### config.mk
export PLATFORM = sky130hd
export DESIGN_NAME = light_channel_lease_table_top
export DESIGN_NICKNAME = d
export VERILOG_FILES = /design/src/hdl/lclt_pkg.sv /design/src/hdl/lclt_front.sv /design/src/hdl/lclt_queue.sv /design/src/hdl/lclt_back.sv /design/src/hdl/light_channel_lease_table_top.sv
export VERILOG_INCLUDE_DIRS = /design/src /design/src/hdl
export SDC_FILE = /design/constraint.sdc
export NUM_CORES = 2
export LEC_CHECK = 0
export BUFFER_PORTS_ARGS = -buffer_cell sky130_fd_sc_hd__buf_4
export CELL_PAD_IN_SITES_DETAIL_PLACEMENT = 0
export CELL_PAD_IN_SITES_GLOBAL_PLACEMENT = 2
export CORE_MARGIN = 2
export CORE_UTILIZATION = 53
export CTS_BUF_LIST = sky130_fd_sc_hd__clkbuf_16
export CTS_CLUSTER_DIAMETER = 100
export DETAILED_ROUTE_END_ITERATION = 7
export HOLD_SLACK_MARGIN = 0.03
export PLACE_DENSITY = 0.83
export SKIP_CTS_REPAIR_TIMING = 1
export SYNTH_ARGS = -nofsm -noshare
export SYNTH_HDL_FRONTEND = slang
export SYNTH_SLANG_ARGS = --single-unit
### constraint.sdc
create_clock -name clock -period 16.8 [get_ports clock]
set_input_delay 0.84 -clock clock [delete_from_list [all_inputs] [get_ports clock]]
set_output_delay 0.84 -clock clock [all_outputs]
set_load 0.02 [all_outputs]
### src/hdl/light_channel_lease_table_top_assert.svh
// Assertion macros used by the lease table back end.
// Needs signals named clock and reset in the including module.
`ifndef LIGHT_CHANNEL_LEASE_TABLE_TOP_ASSERT_SVH
`define LIGHT_CHANNEL_LEASE_TABLE_TOP_ASSERT_SVH

// Plain property, checked outside reset
`define LCLT_ASSERT(label, prop, msg) \
   label: assert property (@(posedge clock) disable iff (reset) (prop)) else $error(msg);

// Same-cycle implication, checked outside reset
`define LCLT_ASSERT_IMP(label, ante, cons, msg) \
   label: assert property (@(posedge clock) disable iff (reset) (ante) |-> (cons)) \
      else $error(msg);

// Next-cycle implication, checked outside reset
`define LCLT_ASSERT_NXT(label, ante, cons, msg) \
   label: assert property (@(posedge clock) disable iff (reset) (ante) |=> (cons)) \
      else $error(msg);

`endif

### src/hdl/lclt_pkg.sv
// Shared types, codes and helpers of the light channel lease table.
// No dependencies.
`default_nettype none

package lclt_pkg;

   localparam int LEASE_SLOTS = 16;
   localparam int SLOT_W      = $clog2(LEASE_SLOTS);
   localparam int LEVEL_MAX   = 1000;
   localparam int LVL_W       = 10;
   localparam int PCT_W       = 7;
   localparam int TAG_W       = 48;
   localparam int OWN_W       = 32;
   localparam int MAX_RESULTS = 3;
   localparam int CNT_W       = 2;

   // commands
   localparam logic [2:0] CMD_OPEN      = 3'd0;
   localparam logic [2:0] CMD_CLOSE     = 3'd1;
   localparam logic [2:0] CMD_SET_LEVEL = 3'd2;
   localparam logic [2:0] CMD_SET_RGB   = 3'd3;
   localparam logic [2:0] CMD_CLEAN_OWN = 3'd4;
   localparam logic [2:0] CMD_CLEAN_LSE = 3'd5;

   // status codes
   localparam logic [3:0] ST_OK            = 4'd0;
   localparam logic [3:0] ST_INVALID       = 4'd1;
   localparam logic [3:0] ST_BUSY          = 4'd2;
   localparam logic [3:0] ST_LIMIT         = 4'd3;
   localparam logic [3:0] ST_INTERNAL      = 4'd4;
   localparam logic [3:0] ST_DEADLINE      = 4'd5;
   localparam logic [3:0] ST_WRONG_OWNER   = 4'd6;
   localparam logic [3:0] ST_CANCELLED     = 4'd7;
   localparam logic [3:0] ST_WRONG_CONTEXT = 4'd8;

   // actions
   localparam logic [2:0] ACT_NONE    = 3'd0;
   localparam logic [2:0] ACT_PREPARE = 3'd1;
   localparam logic [2:0] ACT_BL_OFF  = 3'd2;
   localparam logic [2:0] ACT_BL_SET  = 3'd3;
   localparam logic [2:0] ACT_ILLUM   = 3'd4;
   localparam logic [2:0] ACT_RGB     = 3'd5;

   // channel bits
   localparam logic [2:0] CH_BL    = 3'd1;
   localparam logic [2:0] CH_ILLUM = 3'd2;
   localparam logic [2:0] CH_RGB   = 3'd4;

   typedef struct packed {
      logic [2:0]       act;
      logic             en;
      logic [PCT_W-1:0] v1;
      logic [PCT_W-1:0] v2;
      logic [PCT_W-1:0] v3;
   } entry_type;

   // decoded command as it travels from front to back
   typedef struct packed {
      logic [2:0]       cmd;
      logic [TAG_W-1:0] tag;
      logic [OWN_W-1:0] owner;
      logic [2:0]       ch;
      logic [PCT_W-1:0] p1;
      logic [PCT_W-1:0] p2;
      logic [PCT_W-1:0] p3;
      logic             l1_nz;
      logic             any_nz;
      logic             dl;
      logic             cx;
      logic             core;
   } work_type;

   // Saturate a level and round it to percent: (min(l,MAX)+5)/10 by reciprocal
   function automatic logic [PCT_W-1:0] level_pct(input logic [LVL_W-1:0] l);
      logic [LVL_W-1:0] s;
      logic [LVL_W:0]   t;
      logic [18:0]      prod;
      s    = (l > LVL_W'(LEVEL_MAX)) ? LVL_W'(LEVEL_MAX) : l;
      t    = {1'b0, s} + 11'd5;
      prod = {8'd0, t} * 19'd205;
      return prod[17:11];
   endfunction

   // Switch-off action for one channel bit
   function automatic logic [2:0] off_act(input logic [1:0] b);
      logic [2:0] a;
      case (b)
         2'd0:    a = ACT_BL_OFF;
         2'd1:    a = ACT_ILLUM;
         2'd2:    a = ACT_RGB;
         default: a = ACT_NONE;
      endcase
      return a;
   endfunction

endpackage

`default_nettype wire

### src/hdl/lclt_front.sv
// Front end: unpacks requests, saturates and rounds levels, pushes into the queue.
// Depends on lclt_pkg.
`default_nettype none

module lclt_front (
   input  wire logic              req_tvalid,
   output logic                   req_tready,
   input  wire logic [119:0]      req_tdata,
   input  wire logic [2:0]        req_tuser,
   input  wire logic              q_ready,
   output logic                   q_push,
   output lclt_pkg::work_type     q_wdata
);
   import lclt_pkg::*;

   logic [LVL_W-1:0] l1, l2, l3;

   assign l1 = req_tdata[92:83];
   assign l2 = req_tdata[102:93];
   assign l3 = req_tdata[112:103];

   // classify and convert the request
   always_comb begin
      q_wdata.cmd    = req_tuser;
      q_wdata.tag    = req_tdata[47:0];
      q_wdata.owner  = req_tdata[79:48];
      q_wdata.ch     = req_tdata[82:80];
      q_wdata.p1     = level_pct(l1);
      q_wdata.p2     = level_pct(l2);
      q_wdata.p3     = level_pct(l3);
      q_wdata.l1_nz  = |l1;
      q_wdata.any_nz = |{l1, l2, l3};
      q_wdata.dl     = req_tdata[113];
      q_wdata.cx     = req_tdata[114];
      q_wdata.core   = req_tdata[115];
   end

   assign req_tready = q_ready;
   assign q_push     = req_tvalid & q_ready;

endmodule

`default_nettype wire

### src/hdl/lclt_queue.sv
// Two-entry queue of decoded requests between front and back.
// Depends on lclt_pkg.
`default_nettype none

module lclt_queue (
   input  wire logic               clock,
   input  wire logic               reset,
   input  wire logic               push,
   input  wire lclt_pkg::work_type wdata,
   output logic                    ready,
   output logic                    valid,
   input  wire logic               pop,
   output lclt_pkg::work_type      rdata
);
   import lclt_pkg::*;

   work_type   mem_ff [2];
   logic       wr_ff, wr_in;
   logic       rd_ff, rd_in;
   logic [1:0] cnt_ff, cnt_in;

   assign ready = (cnt_ff != 2'd2);
   assign valid = (cnt_ff != 2'd0);
   assign rdata = mem_ff[rd_ff];

   // advance pointers and fill count
   always_comb begin
      wr_in  = wr_ff ^ push;
      rd_in  = rd_ff ^ pop;
      cnt_in = cnt_ff + {1'b0, push} - {1'b0, pop};
   end

   always_ff @(posedge clock) begin
      if (reset) begin
         wr_ff  <= 1'b0;
         rd_ff  <= 1'b0;
         cnt_ff <= 2'd0;
      end else begin
         wr_ff  <= wr_in;
         rd_ff  <= rd_in;
         cnt_ff <= cnt_in;
      end
   end

   // hold entries
   always_ff @(posedge clock) begin
      if (push) begin
         mem_ff[wr_ff] <= wdata;
      end
   end

endmodule

`default_nettype wire

### src/hdl/lclt_back.sv
// Back end: lease table, slot scan sequencer, action list and result register.
// Depends on lclt_pkg and the assertion macro header.
`default_nettype none
`include "light_channel_lease_table_top_assert.svh"

module lclt_back (
   input  wire logic               clock,
   input  wire logic               reset,
   input  wire logic               q_valid,
   input  wire lclt_pkg::work_type q_rdata,
   output logic                    q_pop,
   output logic                    rsp_tvalid,
   input  wire logic               rsp_tready,
   output logic [31:0]             rsp_tdata,
   output logic [2:0]              rsp_tuser,
   output logic                    rsp_tlast
);
   import lclt_pkg::*;

   localparam logic [2:0] S_IDLE   = 3'd0;
   localparam logic [2:0] S_SCAN   = 3'd1;
   localparam logic [2:0] S_DECIDE = 3'd2;
   localparam logic [2:0] S_PURGE  = 3'd3;
   localparam logic [2:0] S_EMIT   = 3'd4;
   localparam logic [SLOT_W-1:0] LAST_IDX = SLOT_W'(LEASE_SLOTS - 1);

   logic [2:0]        state_ff, state_in;
   work_type          work_ff, work_in;
   logic [SLOT_W-1:0] idx_ff, idx_in;
   logic              found_ff, found_in, free_ff, free_in;
   logic              busy_ff, busy_in, own_ff, own_in;
   logic [SLOT_W-1:0] fidx_ff, fidx_in, eidx_ff, eidx_in;
   logic              drv_ff, drv_in;
   entry_type         list_ff [MAX_RESULTS];
   entry_type         list_in [MAX_RESULTS];
   logic [CNT_W-1:0]  cnt_ff, cnt_in;
   logic [3:0]        st_ff, st_in;
   logic [CNT_W-1:0]  emit_ff, emit_in;

   logic              use_ff [LEASE_SLOTS];
   logic [2:0]        chan_ff [LEASE_SLOTS];
   logic [TAG_W-1:0]  tag_mem [LEASE_SLOTS];
   logic [OWN_W-1:0]  own_mem [LEASE_SLOTS];

   logic              rv_ff, rv_in, rl_ff, rl_in;
   entry_type         re_ff, re_in;
   logic [3:0]        rs_ff, rs_in;

   logic              cur_use, cur_own, cur_match;
   logic              set_en, clr_en;
   logic [SLOT_W-1:0] clr_idx;
   logic [2:0]        off_mask;
   logic              off_en;
   entry_type         off_list [MAX_RESULTS];
   logic [CNT_W-1:0]  off_cnt;
   logic [CNT_W-1:0]  n_res;
   logic              load_rsp;

   // current slot under the scan pointer
   assign cur_use   = use_ff[idx_ff];
   assign cur_own   = cur_use && (own_mem[idx_ff] == work_ff.owner);
   assign cur_match = cur_own && (tag_mem[idx_ff] == work_ff.tag);

   // append switch-off actions for off_mask, dropping past the result cap
   always_comb begin
      logic [CNT_W-1:0] c;
      entry_type        e;
      c = cnt_ff;
      for (int k = 0; k < MAX_RESULTS; k++) begin
         off_list[k] = list_ff[k];
      end
      for (int b = 0; b < 3; b++) begin
         e     = '0;
         e.act = off_act(2'(b));
         if (off_en && off_mask[b] && (c < CNT_W'(MAX_RESULTS))) begin
            off_list[c] = e;
            c           = c + 1'b1;
         end
      end
      off_cnt = c;
   end

   assign n_res    = (cnt_ff == '0) ? CNT_W'(1) : cnt_ff;
   assign load_rsp = (state_ff == S_EMIT) && (!rv_ff || rsp_tready);

   // sequencer
   always_comb begin
      entry_type e;
      state_in = state_ff;
      work_in  = work_ff;
      idx_in   = idx_ff;
      found_in = found_ff;
      free_in  = free_ff;
      busy_in  = busy_ff;
      own_in   = own_ff;
      fidx_in  = fidx_ff;
      eidx_in  = eidx_ff;
      drv_in   = drv_ff;
      cnt_in   = cnt_ff;
      st_in    = st_ff;
      emit_in  = emit_ff;
      for (int k = 0; k < MAX_RESULTS; k++) begin
         list_in[k] = list_ff[k];
      end
      q_pop    = 1'b0;
      set_en   = 1'b0;
      clr_en   = 1'b0;
      clr_idx  = idx_ff;
      off_mask = chan_ff[idx_ff];
      off_en   = 1'b0;
      rv_in    = rv_ff && !rsp_tready;
      re_in    = re_ff;
      rs_in    = rs_ff;
      rl_in    = rl_ff;
      e        = '0;

      case (state_ff)
         S_IDLE: begin
            if (q_valid) begin
               q_pop    = 1'b1;
               work_in  = q_rdata;
               idx_in   = '0;
               found_in = 1'b0;
               free_in  = 1'b0;
               busy_in  = 1'b0;
               own_in   = 1'b0;
               cnt_in   = '0;
               emit_in  = '0;
               state_in = S_SCAN;
            end
         end
         S_SCAN: begin
            // gather first match, first free, overlap and owner presence
            if (cur_match && !found_ff) begin
               found_in = 1'b1;
               fidx_in  = idx_ff;
            end
            if (!cur_use && !free_ff) begin
               free_in = 1'b1;
               eidx_in = idx_ff;
            end
            if (cur_use && |(chan_ff[idx_ff] & work_ff.ch)) begin
               busy_in = 1'b1;
            end
            if (cur_own) begin
               own_in = 1'b1;
            end
            idx_in = idx_ff + 1'b1;
            if (idx_ff == LAST_IDX) begin
               state_in = S_DECIDE;
            end
         end
         S_DECIDE: begin
            state_in = S_EMIT;
            off_mask = chan_ff[fidx_ff];
            case (work_ff.cmd)
               CMD_OPEN: begin
                  if (work_ff.ch == 3'd0) begin
                     st_in = ST_INVALID;
                  end else if (busy_ff) begin
                     st_in = ST_BUSY;
                  end else if (!free_ff) begin
                     st_in = ST_LIMIT;
                  end else begin
                     st_in  = ST_OK;
                     set_en = 1'b1;
                     if (!drv_ff) begin
                        e.act      = ACT_PREPARE;
                        list_in[0] = e;
                        cnt_in     = CNT_W'(1);
                        drv_in     = 1'b1;
                     end
                  end
               end
               CMD_CLOSE, CMD_CLEAN_LSE: begin
                  if (!found_ff) begin
                     st_in = (work_ff.cmd == CMD_CLOSE) ? ST_INTERNAL : ST_OK;
                  end else if (work_ff.dl) begin
                     st_in = ST_DEADLINE;
                  end else begin
                     st_in   = ST_OK;
                     off_en  = 1'b1;
                     clr_en  = 1'b1;
                     clr_idx = fidx_ff;
                     for (int k = 0; k < MAX_RESULTS; k++) begin
                        list_in[k] = off_list[k];
                     end
                     cnt_in = off_cnt;
                  end
               end
               CMD_SET_LEVEL: begin
                  if (!found_ff) begin
                     st_in = ST_INTERNAL;
                  end else if ((chan_ff[fidx_ff] & work_ff.ch) != work_ff.ch) begin
                     st_in = ST_WRONG_OWNER;
                  end else if (work_ff.cx) begin
                     st_in = ST_CANCELLED;
                  end else if (work_ff.dl) begin
                     st_in = ST_DEADLINE;
                  end else if (work_ff.ch == CH_BL) begin
                     st_in      = ST_OK;
                     e.act      = work_ff.l1_nz ? ACT_BL_SET : ACT_BL_OFF;
                     e.v1       = work_ff.l1_nz ? work_ff.p1 : '0;
                     list_in[0] = e;
                     cnt_in     = CNT_W'(1);
                  end else if (work_ff.ch == CH_ILLUM) begin
                     st_in      = ST_OK;
                     e.act      = ACT_ILLUM;
                     e.en       = work_ff.l1_nz;
                     e.v1       = work_ff.p1;
                     list_in[0] = e;
                     cnt_in     = CNT_W'(1);
                  end else begin
                     st_in = ST_INVALID;
                  end
               end
               CMD_SET_RGB: begin
                  if (!found_ff) begin
                     st_in = ST_INTERNAL;
                  end else if ((chan_ff[fidx_ff] & CH_RGB) != CH_RGB) begin
                     st_in = ST_WRONG_OWNER;
                  end else if (work_ff.cx) begin
                     st_in = ST_CANCELLED;
                  end else if (work_ff.dl) begin
                     st_in = ST_DEADLINE;
                  end else begin
                     st_in      = ST_OK;
                     e.act      = ACT_RGB;
                     e.en       = work_ff.any_nz;
                     e.v1       = work_ff.p1;
                     e.v2       = work_ff.p2;
                     e.v3       = work_ff.p3;
                     list_in[0] = e;
                     cnt_in     = CNT_W'(1);
                  end
               end
               CMD_CLEAN_OWN: begin
                  if (work_ff.core) begin
                     st_in = ST_WRONG_CONTEXT;
                  end else if (own_ff && work_ff.dl) begin
                     st_in = ST_DEADLINE;
                  end else begin
                     st_in    = ST_OK;
                     idx_in   = '0;
                     state_in = S_PURGE;
                  end
               end
               default: begin
                  st_in = ST_INVALID;
               end
            endcase
         end
         S_PURGE: begin
            // free every lease of the owner, ascending
            if (cur_own) begin
               off_en  = 1'b1;
               clr_en  = 1'b1;
               for (int k = 0; k < MAX_RESULTS; k++) begin
                  list_in[k] = off_list[k];
               end
               cnt_in = off_cnt;
            end
            idx_in = idx_ff + 1'b1;
            if (idx_ff == LAST_IDX) begin
               state_in = S_EMIT;
            end
         end
         S_EMIT: begin
            if (load_rsp) begin
               rv_in = 1'b1;
               re_in = (cnt_ff == '0) ? entry_type'('0) : list_ff[emit_ff];
               rl_in = (emit_ff == n_res - 1'b1);
               rs_in = (emit_ff == n_res - 1'b1) ? st_ff : ST_OK;
               emit_in = emit_ff + 1'b1;
               if (emit_ff == n_res - 1'b1) begin
                  state_in = S_IDLE;
               end
            end
         end
         default: begin
            state_in = S_IDLE;
         end
      endcase
   end

   // control registers
   always_ff @(posedge clock) begin
      if (reset) begin
         state_ff <= S_IDLE;
         drv_ff   <= 1'b0;
         rv_ff    <= 1'b0;
         cnt_ff   <= '0;
         emit_ff  <= '0;
         for (int i = 0; i < LEASE_SLOTS; i++) begin
            use_ff[i]  <= 1'b0;
            chan_ff[i] <= 3'd0;
         end
      end else begin
         state_ff <= state_in;
         drv_ff   <= drv_in;
         rv_ff    <= rv_in;
         cnt_ff   <= cnt_in;
         emit_ff  <= emit_in;
         if (set_en) begin
            use_ff[eidx_ff]  <= 1'b1;
            chan_ff[eidx_ff] <= work_ff.ch;
         end
         if (clr_en) begin
            use_ff[clr_idx]  <= 1'b0;
            chan_ff[clr_idx] <= 3'd0;
         end
      end
   end

   // payload registers
   always_ff @(posedge clock) begin
      work_ff  <= work_in;
      idx_ff   <= idx_in;
      found_ff <= found_in;
      free_ff  <= free_in;
      busy_ff  <= busy_in;
      own_ff   <= own_in;
      fidx_ff  <= fidx_in;
      eidx_ff  <= eidx_in;
      st_ff    <= st_in;
      re_ff    <= re_in;
      rs_ff    <= rs_in;
      rl_ff    <= rl_in;
      for (int k = 0; k < MAX_RESULTS; k++) begin
         list_ff[k] <= list_in[k];
      end
      if (set_en) begin
         tag_mem[eidx_ff] <= work_ff.tag;
         own_mem[eidx_ff] <= work_ff.owner;
      end
   end

   assign rsp_tvalid = rv_ff;
   assign rsp_tdata  = {6'd0, re_ff.v3, re_ff.v2, re_ff.v1, re_ff.en, rs_ff};
   assign rsp_tuser  = re_ff.act;
   assign rsp_tlast  = rl_ff;

   // channels of open leases never overlap
   logic chan_overlap;
   always_comb begin
      logic [2:0] acc;
      acc          = 3'd0;
      chan_overlap = 1'b0;
      for (int i = 0; i < LEASE_SLOTS; i++) begin
         if (use_ff[i]) begin
            chan_overlap = chan_overlap | (|(acc & chan_ff[i]));
            acc          = acc | chan_ff[i];
         end
      end
   end

   `LCLT_ASSERT(a_no_overlap, !chan_overlap, "open leases share a channel")
   `LCLT_ASSERT_IMP(a_emit_range, state_ff == S_EMIT, emit_ff < n_res, "emit index past list")
   `LCLT_ASSERT_IMP(a_prepare_once, $rose(drv_ff), list_ff[0].act == ACT_PREPARE, "no prepare")
   `LCLT_ASSERT_NXT(a_scan_end, state_ff == S_SCAN && idx_ff == LAST_IDX,
      state_ff == S_DECIDE, "scan did not end")

endmodule

`default_nettype wire

### src/hdl/light_channel_lease_table_top.sv
// Lease table over backlight, illumination and RGB channels: open, close, set
// level or RGB, and cleanup by owner or lease. Each request is taken from the
// queue, then a scan of the slot table follows (one slot per cycle), then a
// decision step. Cleanup by owner adds a second pass over the slots. Then the
// results (one to three) are sent in order, and a stalled result holds the
// back end. A two-entry queue lets new requests be taken while the back end
// works. Results carry the action in rsp_tuser and the status on the result
// flagged by rsp_tlast.
// Depends on lclt_pkg, lclt_front, lclt_queue and lclt_back.
`default_nettype none

module light_channel_lease_table_top (
   input  wire logic         clock,
   input  wire logic         reset,
   input  wire logic         req_tvalid,
   output logic              req_tready,
   // lease_tag[47:0], owner_id[79:48], channel_mask[82:80], level_or_red[92:83],
   // green_level[102:93], blue_level[112:103], deadline_passed[113],
   // cancel_requested[114], core_select[115]
   input  wire logic [119:0] req_tdata,
   // command[2:0]
   input  wire logic [2:0]   req_tuser,
   output logic              rsp_tvalid,
   input  wire logic         rsp_tready,
   // status[3:0], drive_enable[4], value_first[11:5], value_second[18:12],
   // value_third[25:19]
   output logic [31:0]       rsp_tdata,
   // action[2:0]
   output logic [2:0]        rsp_tuser,
   output logic              rsp_tlast
);
   import lclt_pkg::*;

   work_type q_wdata, q_rdata;
   logic     q_push, q_ready, q_valid, q_pop;

   lclt_front u_front (
      .req_tvalid (req_tvalid),
      .req_tready (req_tready),
      .req_tdata  (req_tdata),
      .req_tuser  (req_tuser),
      .q_ready    (q_ready),
      .q_push     (q_push),
      .q_wdata    (q_wdata)
   );

   lclt_queue u_queue (
      .clock (clock),
      .reset (reset),
      .push  (q_push),
      .wdata (q_wdata),
      .ready (q_ready),
      .valid (q_valid),
      .pop   (q_pop),
      .rdata (q_rdata)
   );

   lclt_back u_back (
      .clock      (clock),
      .reset      (reset),
      .q_valid    (q_valid),
      .q_rdata    (q_rdata),
      .q_pop      (q_pop),
      .rsp_tvalid (rsp_tvalid),
      .rsp_tready (rsp_tready),
      .rsp_tdata  (rsp_tdata),
      .rsp_tuser  (rsp_tuser),
      .rsp_tlast  (rsp_tlast)
   );

endmodule

`default_nettype wire

==> flow_summary.json <==
{
  "status": "complete, no violations",
  "hold_end": "u_queue.mem_ff[1][62]",
  "fmax_ghz": 0.108,
  "wl_per_cell_um": 26.2,
  "netlist_area_um2": 77100,
  "period_share_pct": 55.3,
  "rrSetupSlack_ns": 7.51,
  "via_count": 37800,
  "die_x_um": 385,
  "postRouteAntennaNets": 0,
  "yosysSeqAreaShare_pct": 70.8,
  "grt_max_degree": 128,
  "hold_depth": 1,
  "synth_edf_count": 1805,
  "clkLatencyLatePin_ns": 0.82,
  "antenna_found_initial": 8,
  "drive_gt1_share_pct": 22.7,
  "cap_violations": 0,
  "leakage_nw": 28.9,
  "hpwl_mm": 95.2,
  "rows": 139,
  "htreeDepth": 4,
  "min-delay-start": "req_tdata[1]",
  "fin_ws_ns": 7.51,
  "die_area_um2": 149000,
  "nets": 4619,
  "crit_path_max_fanout": 46,
  "drt-initial-drc-count": 3490,
  "drv_slew": 0,
  "worst_slew_pin_slew_ns": 1.12,
  "synth_cells": 4022,
  "layout_min_cycle_time_ns": 9.29,
  "pwr-share-clk_pct": 29.0,
  "powerDensity_nw_per_um2": 157,
  "switching_share_pct": 29.9,
  "p_sw_mw": 4.05,
  "hold_violations": 0,
  "fillerInstances": 10500,
  "skew_ns": 0.0310,
  "ioPinCount": 165,
  "seqPwrFrac_pct": 46.6,
  "grt_overflow": 0,
  "cts_buffer_depth": 3,
  "crit_required_ns": 17.33,
  "design_area_um2": 86300,
  "rsz0062_at_grt": "false",
  "holdCritPathClass": "input pin to register",
  "tns_ns": 0,
  "place_area_um2": 80500,
  "start_util_pct": 53.6,
  "endpoint_kind": "register",
  "rr_endpoint": "u_back.list_ff[1][20]",
  "place_ws_ns": 7.41,
  "synthFlopType": "edfxtp_1",
  "cp.arrival_ns": 9.81,
  "avgSynthCellArea_um2": 19.2,
  "peakVddDrop_uv": 101,
  "clock-sinks": 1826,
  "setup_violations": 0,
  "areaGrowthSynthToFinish_pct": 11.9,
  "grt_pass1_vias": 38800,
  "maxSlewHeadroom_pct": 23.1,
  "cp-start-kind": "register",
  "clk_pin_slew_worst_paths_ns": 0.06,
  "cts_tree": "built",
  "pwr-share-comb_pct": 24.3,
  "via_per_inst": 5.97,
  "path_class": "register to register",
  "fin_util_pct": 59.9,
  "yosys_warnings": 0,
  "fp.dieH_um": 385,
  "worstRegToRegCells": 25,
  "cts_buffers": 183,
  "finalWirelength_mm": 166,
  "drcViolationCount": 0,
  "grt_pass1_wl_mm": 248,
  "clock-root-buffer": "clkbuf_16",
  "gp_congestion": 0.813,
  "power.total_mw": 13.5,
  "io_buffers": 154,
  "core_area_um2": 144000,
  "async_flop_share_pct": 0,
  "synth.distinct_cells": 81,
  "grt_use_total_pct": 22.7,
  "drtPass1Iterations": 6,
  "ys_seq_elements": 1826,
  "p_int_mw": 9.49
}
cell families (layout without fill, tap and decap cells):
kind of cell    count (synthesis)  count (layout)  share of synthesized area [%]
mux                           626             626                           14.8
simple gates                  599             599                           3.88
other cells                     1              19                        0.00486
fa+ha+maj                     211             211                           3.92
compound gates                263             263                           2.34
buf+inv                       305             695                           2.00
flops                        1826            1826                           70.8
xor+xnor                      191             191                           2.20
flip-flops by register name (all words and copies together), names as in the netlist, 2 cells and up, named ones only:
signal,flops
u_back.use_ff,16
u_queue.cnt_ff,2
u_queue.mem_ff,224
u_back.rsp_tuser,3
u_back.state_ff,3
u_back.rsp_tdata,22
u_back.rs_ff,4
u_back.work_ff,112
u_back.chan_ff,48
u_back.tag_mem,768
u_back.own_mem,512
u_back.emit_ff,2
u_back.cnt_ff,2
u_back.st_ff,4
u_back.fidx_ff,4
u_back.list_ff,75
u_back.idx_ff,4
u_back.eidx_ff,4
metal layers:
metal | routed length, um | up-vias | global-route usage, % | share of wire [%]
li1 | - | 16600 | - | -
met1 | 70500 | 19700 | 32.7 | 43
met2 | 79800 | 1310 | 36.1 | 48
met3 | 11600 | 224 | 4.05 | 7.0
met4 | 3710 | 8 | 6.35 | 2.2
met5 | 55 | - | 0 | 0.033
through the flow:
| stage | hold WS, ns | cells |
|---|---|---|
| 2_1_floorplan | 0.439 | 4039 |
| 3_3_place_gp | 0.465 | 5999 |
| 3_5_place_dp | 0.469 | 5999 |
| 4_1_cts | 0.143 | 6332 |
| 5_1_grt | 0.161 | 6333 |
| 6_report | 0.204 | 6333 |
final cells by class:
class / count / area, um2 / area share, %
Clock inverter: 150 / 1260 / 1.47
Antenna cell: 1 / 2.50 / 0.00290
Inverter: 128 / 490 / 0.568
Tap cell: 1903 / 2380 / 2.76
Timing Repair Buffer: 234 / 1770 / 2.05
Multi-Input combinational cell: 1908 / 21200 / 24.5
Sequential cell: 1826 / 54600 / 63.3
Clock buffer: 183 / 4580 / 5.31
Yosys cell counts, drive strengths merged, types with 6 or more instances:
library cell,number,area share (%)
edfxtp,1805,70
mux4,387,12
nor2,186,0.91
ha,160,2.6
xnor2,135,1.6
mux2,134,2.0
inv,127,0.62
nand2,110,0.54
buf,106,1.0
mux2i,105,1.4
a21oi,71,0.46
clkbuf,71,0.35
and2,67,0.54
nor2b,57,0.46
xor2,56,0.64
fa,51,1.3
o21ai,41,0.27
nor3,37,0.24
nand4,28,0.24
a22o,25,0.28
nand3,23,0.15
a21o,22,0.21
nand2b,22,0.18
dfxtp,21,0.55
nor4,20,0.18
a31oi,11,0.089
or2,9,0.073
a211o,8,0.091
a211oi,8,0.078
nand3b,8,0.078
or3,8,0.065
o21a,7,0.068
a221oi,6,0.068
and3,6,0.049
o2111ai,6,0.068
worst max-delay path by stage:
stage          depth (start not counted)                start               endpoint  slack, ns
4_1_cts                               25             register  u_back.list_ff[1][20]       7.36
3_3_place_gp                          25             register  u_back.list_ff[1][16]       7.59
3_5_place_dp                          25             register  u_back.list_ff[1][20]       7.41
5_1_grt                               25             register   u_back.list_ff[1][8]       6.62
2_1_floorplan                          5  u_back.work_ff[110]   u_back.own_mem[4][0]       8.92
6_report                              25             register  u_back.list_ff[1][20]       7.51
cell usage in the layout (no fill, tap or decap), types with 16 or more instances in the layout:
cell type and count:
xor2_1 56, inv_1 164, clkbuf_16 183, buf_4 233, nor3_1 33, and2_1 67, nor2b_1 57, mux4_1 41
xnor2_1 132, ha_1 158, dfxtp_1 16, a22o_1 25, clkinv_2 32, mux2_2 130, clkinv_1 44, nor2_1 173
mux2i_1 105, nor4_1 18, a21oi_1 71, mux4_2 346, conb_1 18, nand2_1 110, nand2b_1 22, nand4_1 27
o21ai_0 40, edfxtp_1 1805, fa_1 51, a21o_1 22, nand3_1 23
worst max-delay path, cell delays in order (launching register included):
cell	delay [ns]
dfxtp_4	0.89
buf_4	0.89
buf_4	0.81
mux4_1	0.63
mux2i_1	0.17
xnor2_1	0.15
a2111oi_0	0.99
a21oi_1	0.25
nor4_1	0.38
nand4b_1	0.15
buf_4	0.23
o21ai_4	0.17
and2_1	0.24
xnor2_1	0.11
ha_1	0.21
a21oi_1	0.45
xnor2_1	0.22
inv_1	0.06
and2_1	0.18
xnor2_1	0.16
ha_1	0.23
a21oi_1	0.14
buf_4	0.19
and2_1	0.16
o21a_1	0.70
nor2b_1	0.13
power groups by stage:
stage	registers, mW	clock network (mW)	logic [mW]
3_3_place_gp	6.38	0	3.29
4_1_cts	6.32	4.00	3.33
5_1_grt	6.39	4.18	3.61
3_5_place_dp	6.41	0	3.31
6_report	6.31	3.93	3.29
2_1_floorplan	6.15	0	2.55
Power figures use the tool's default switching activity.
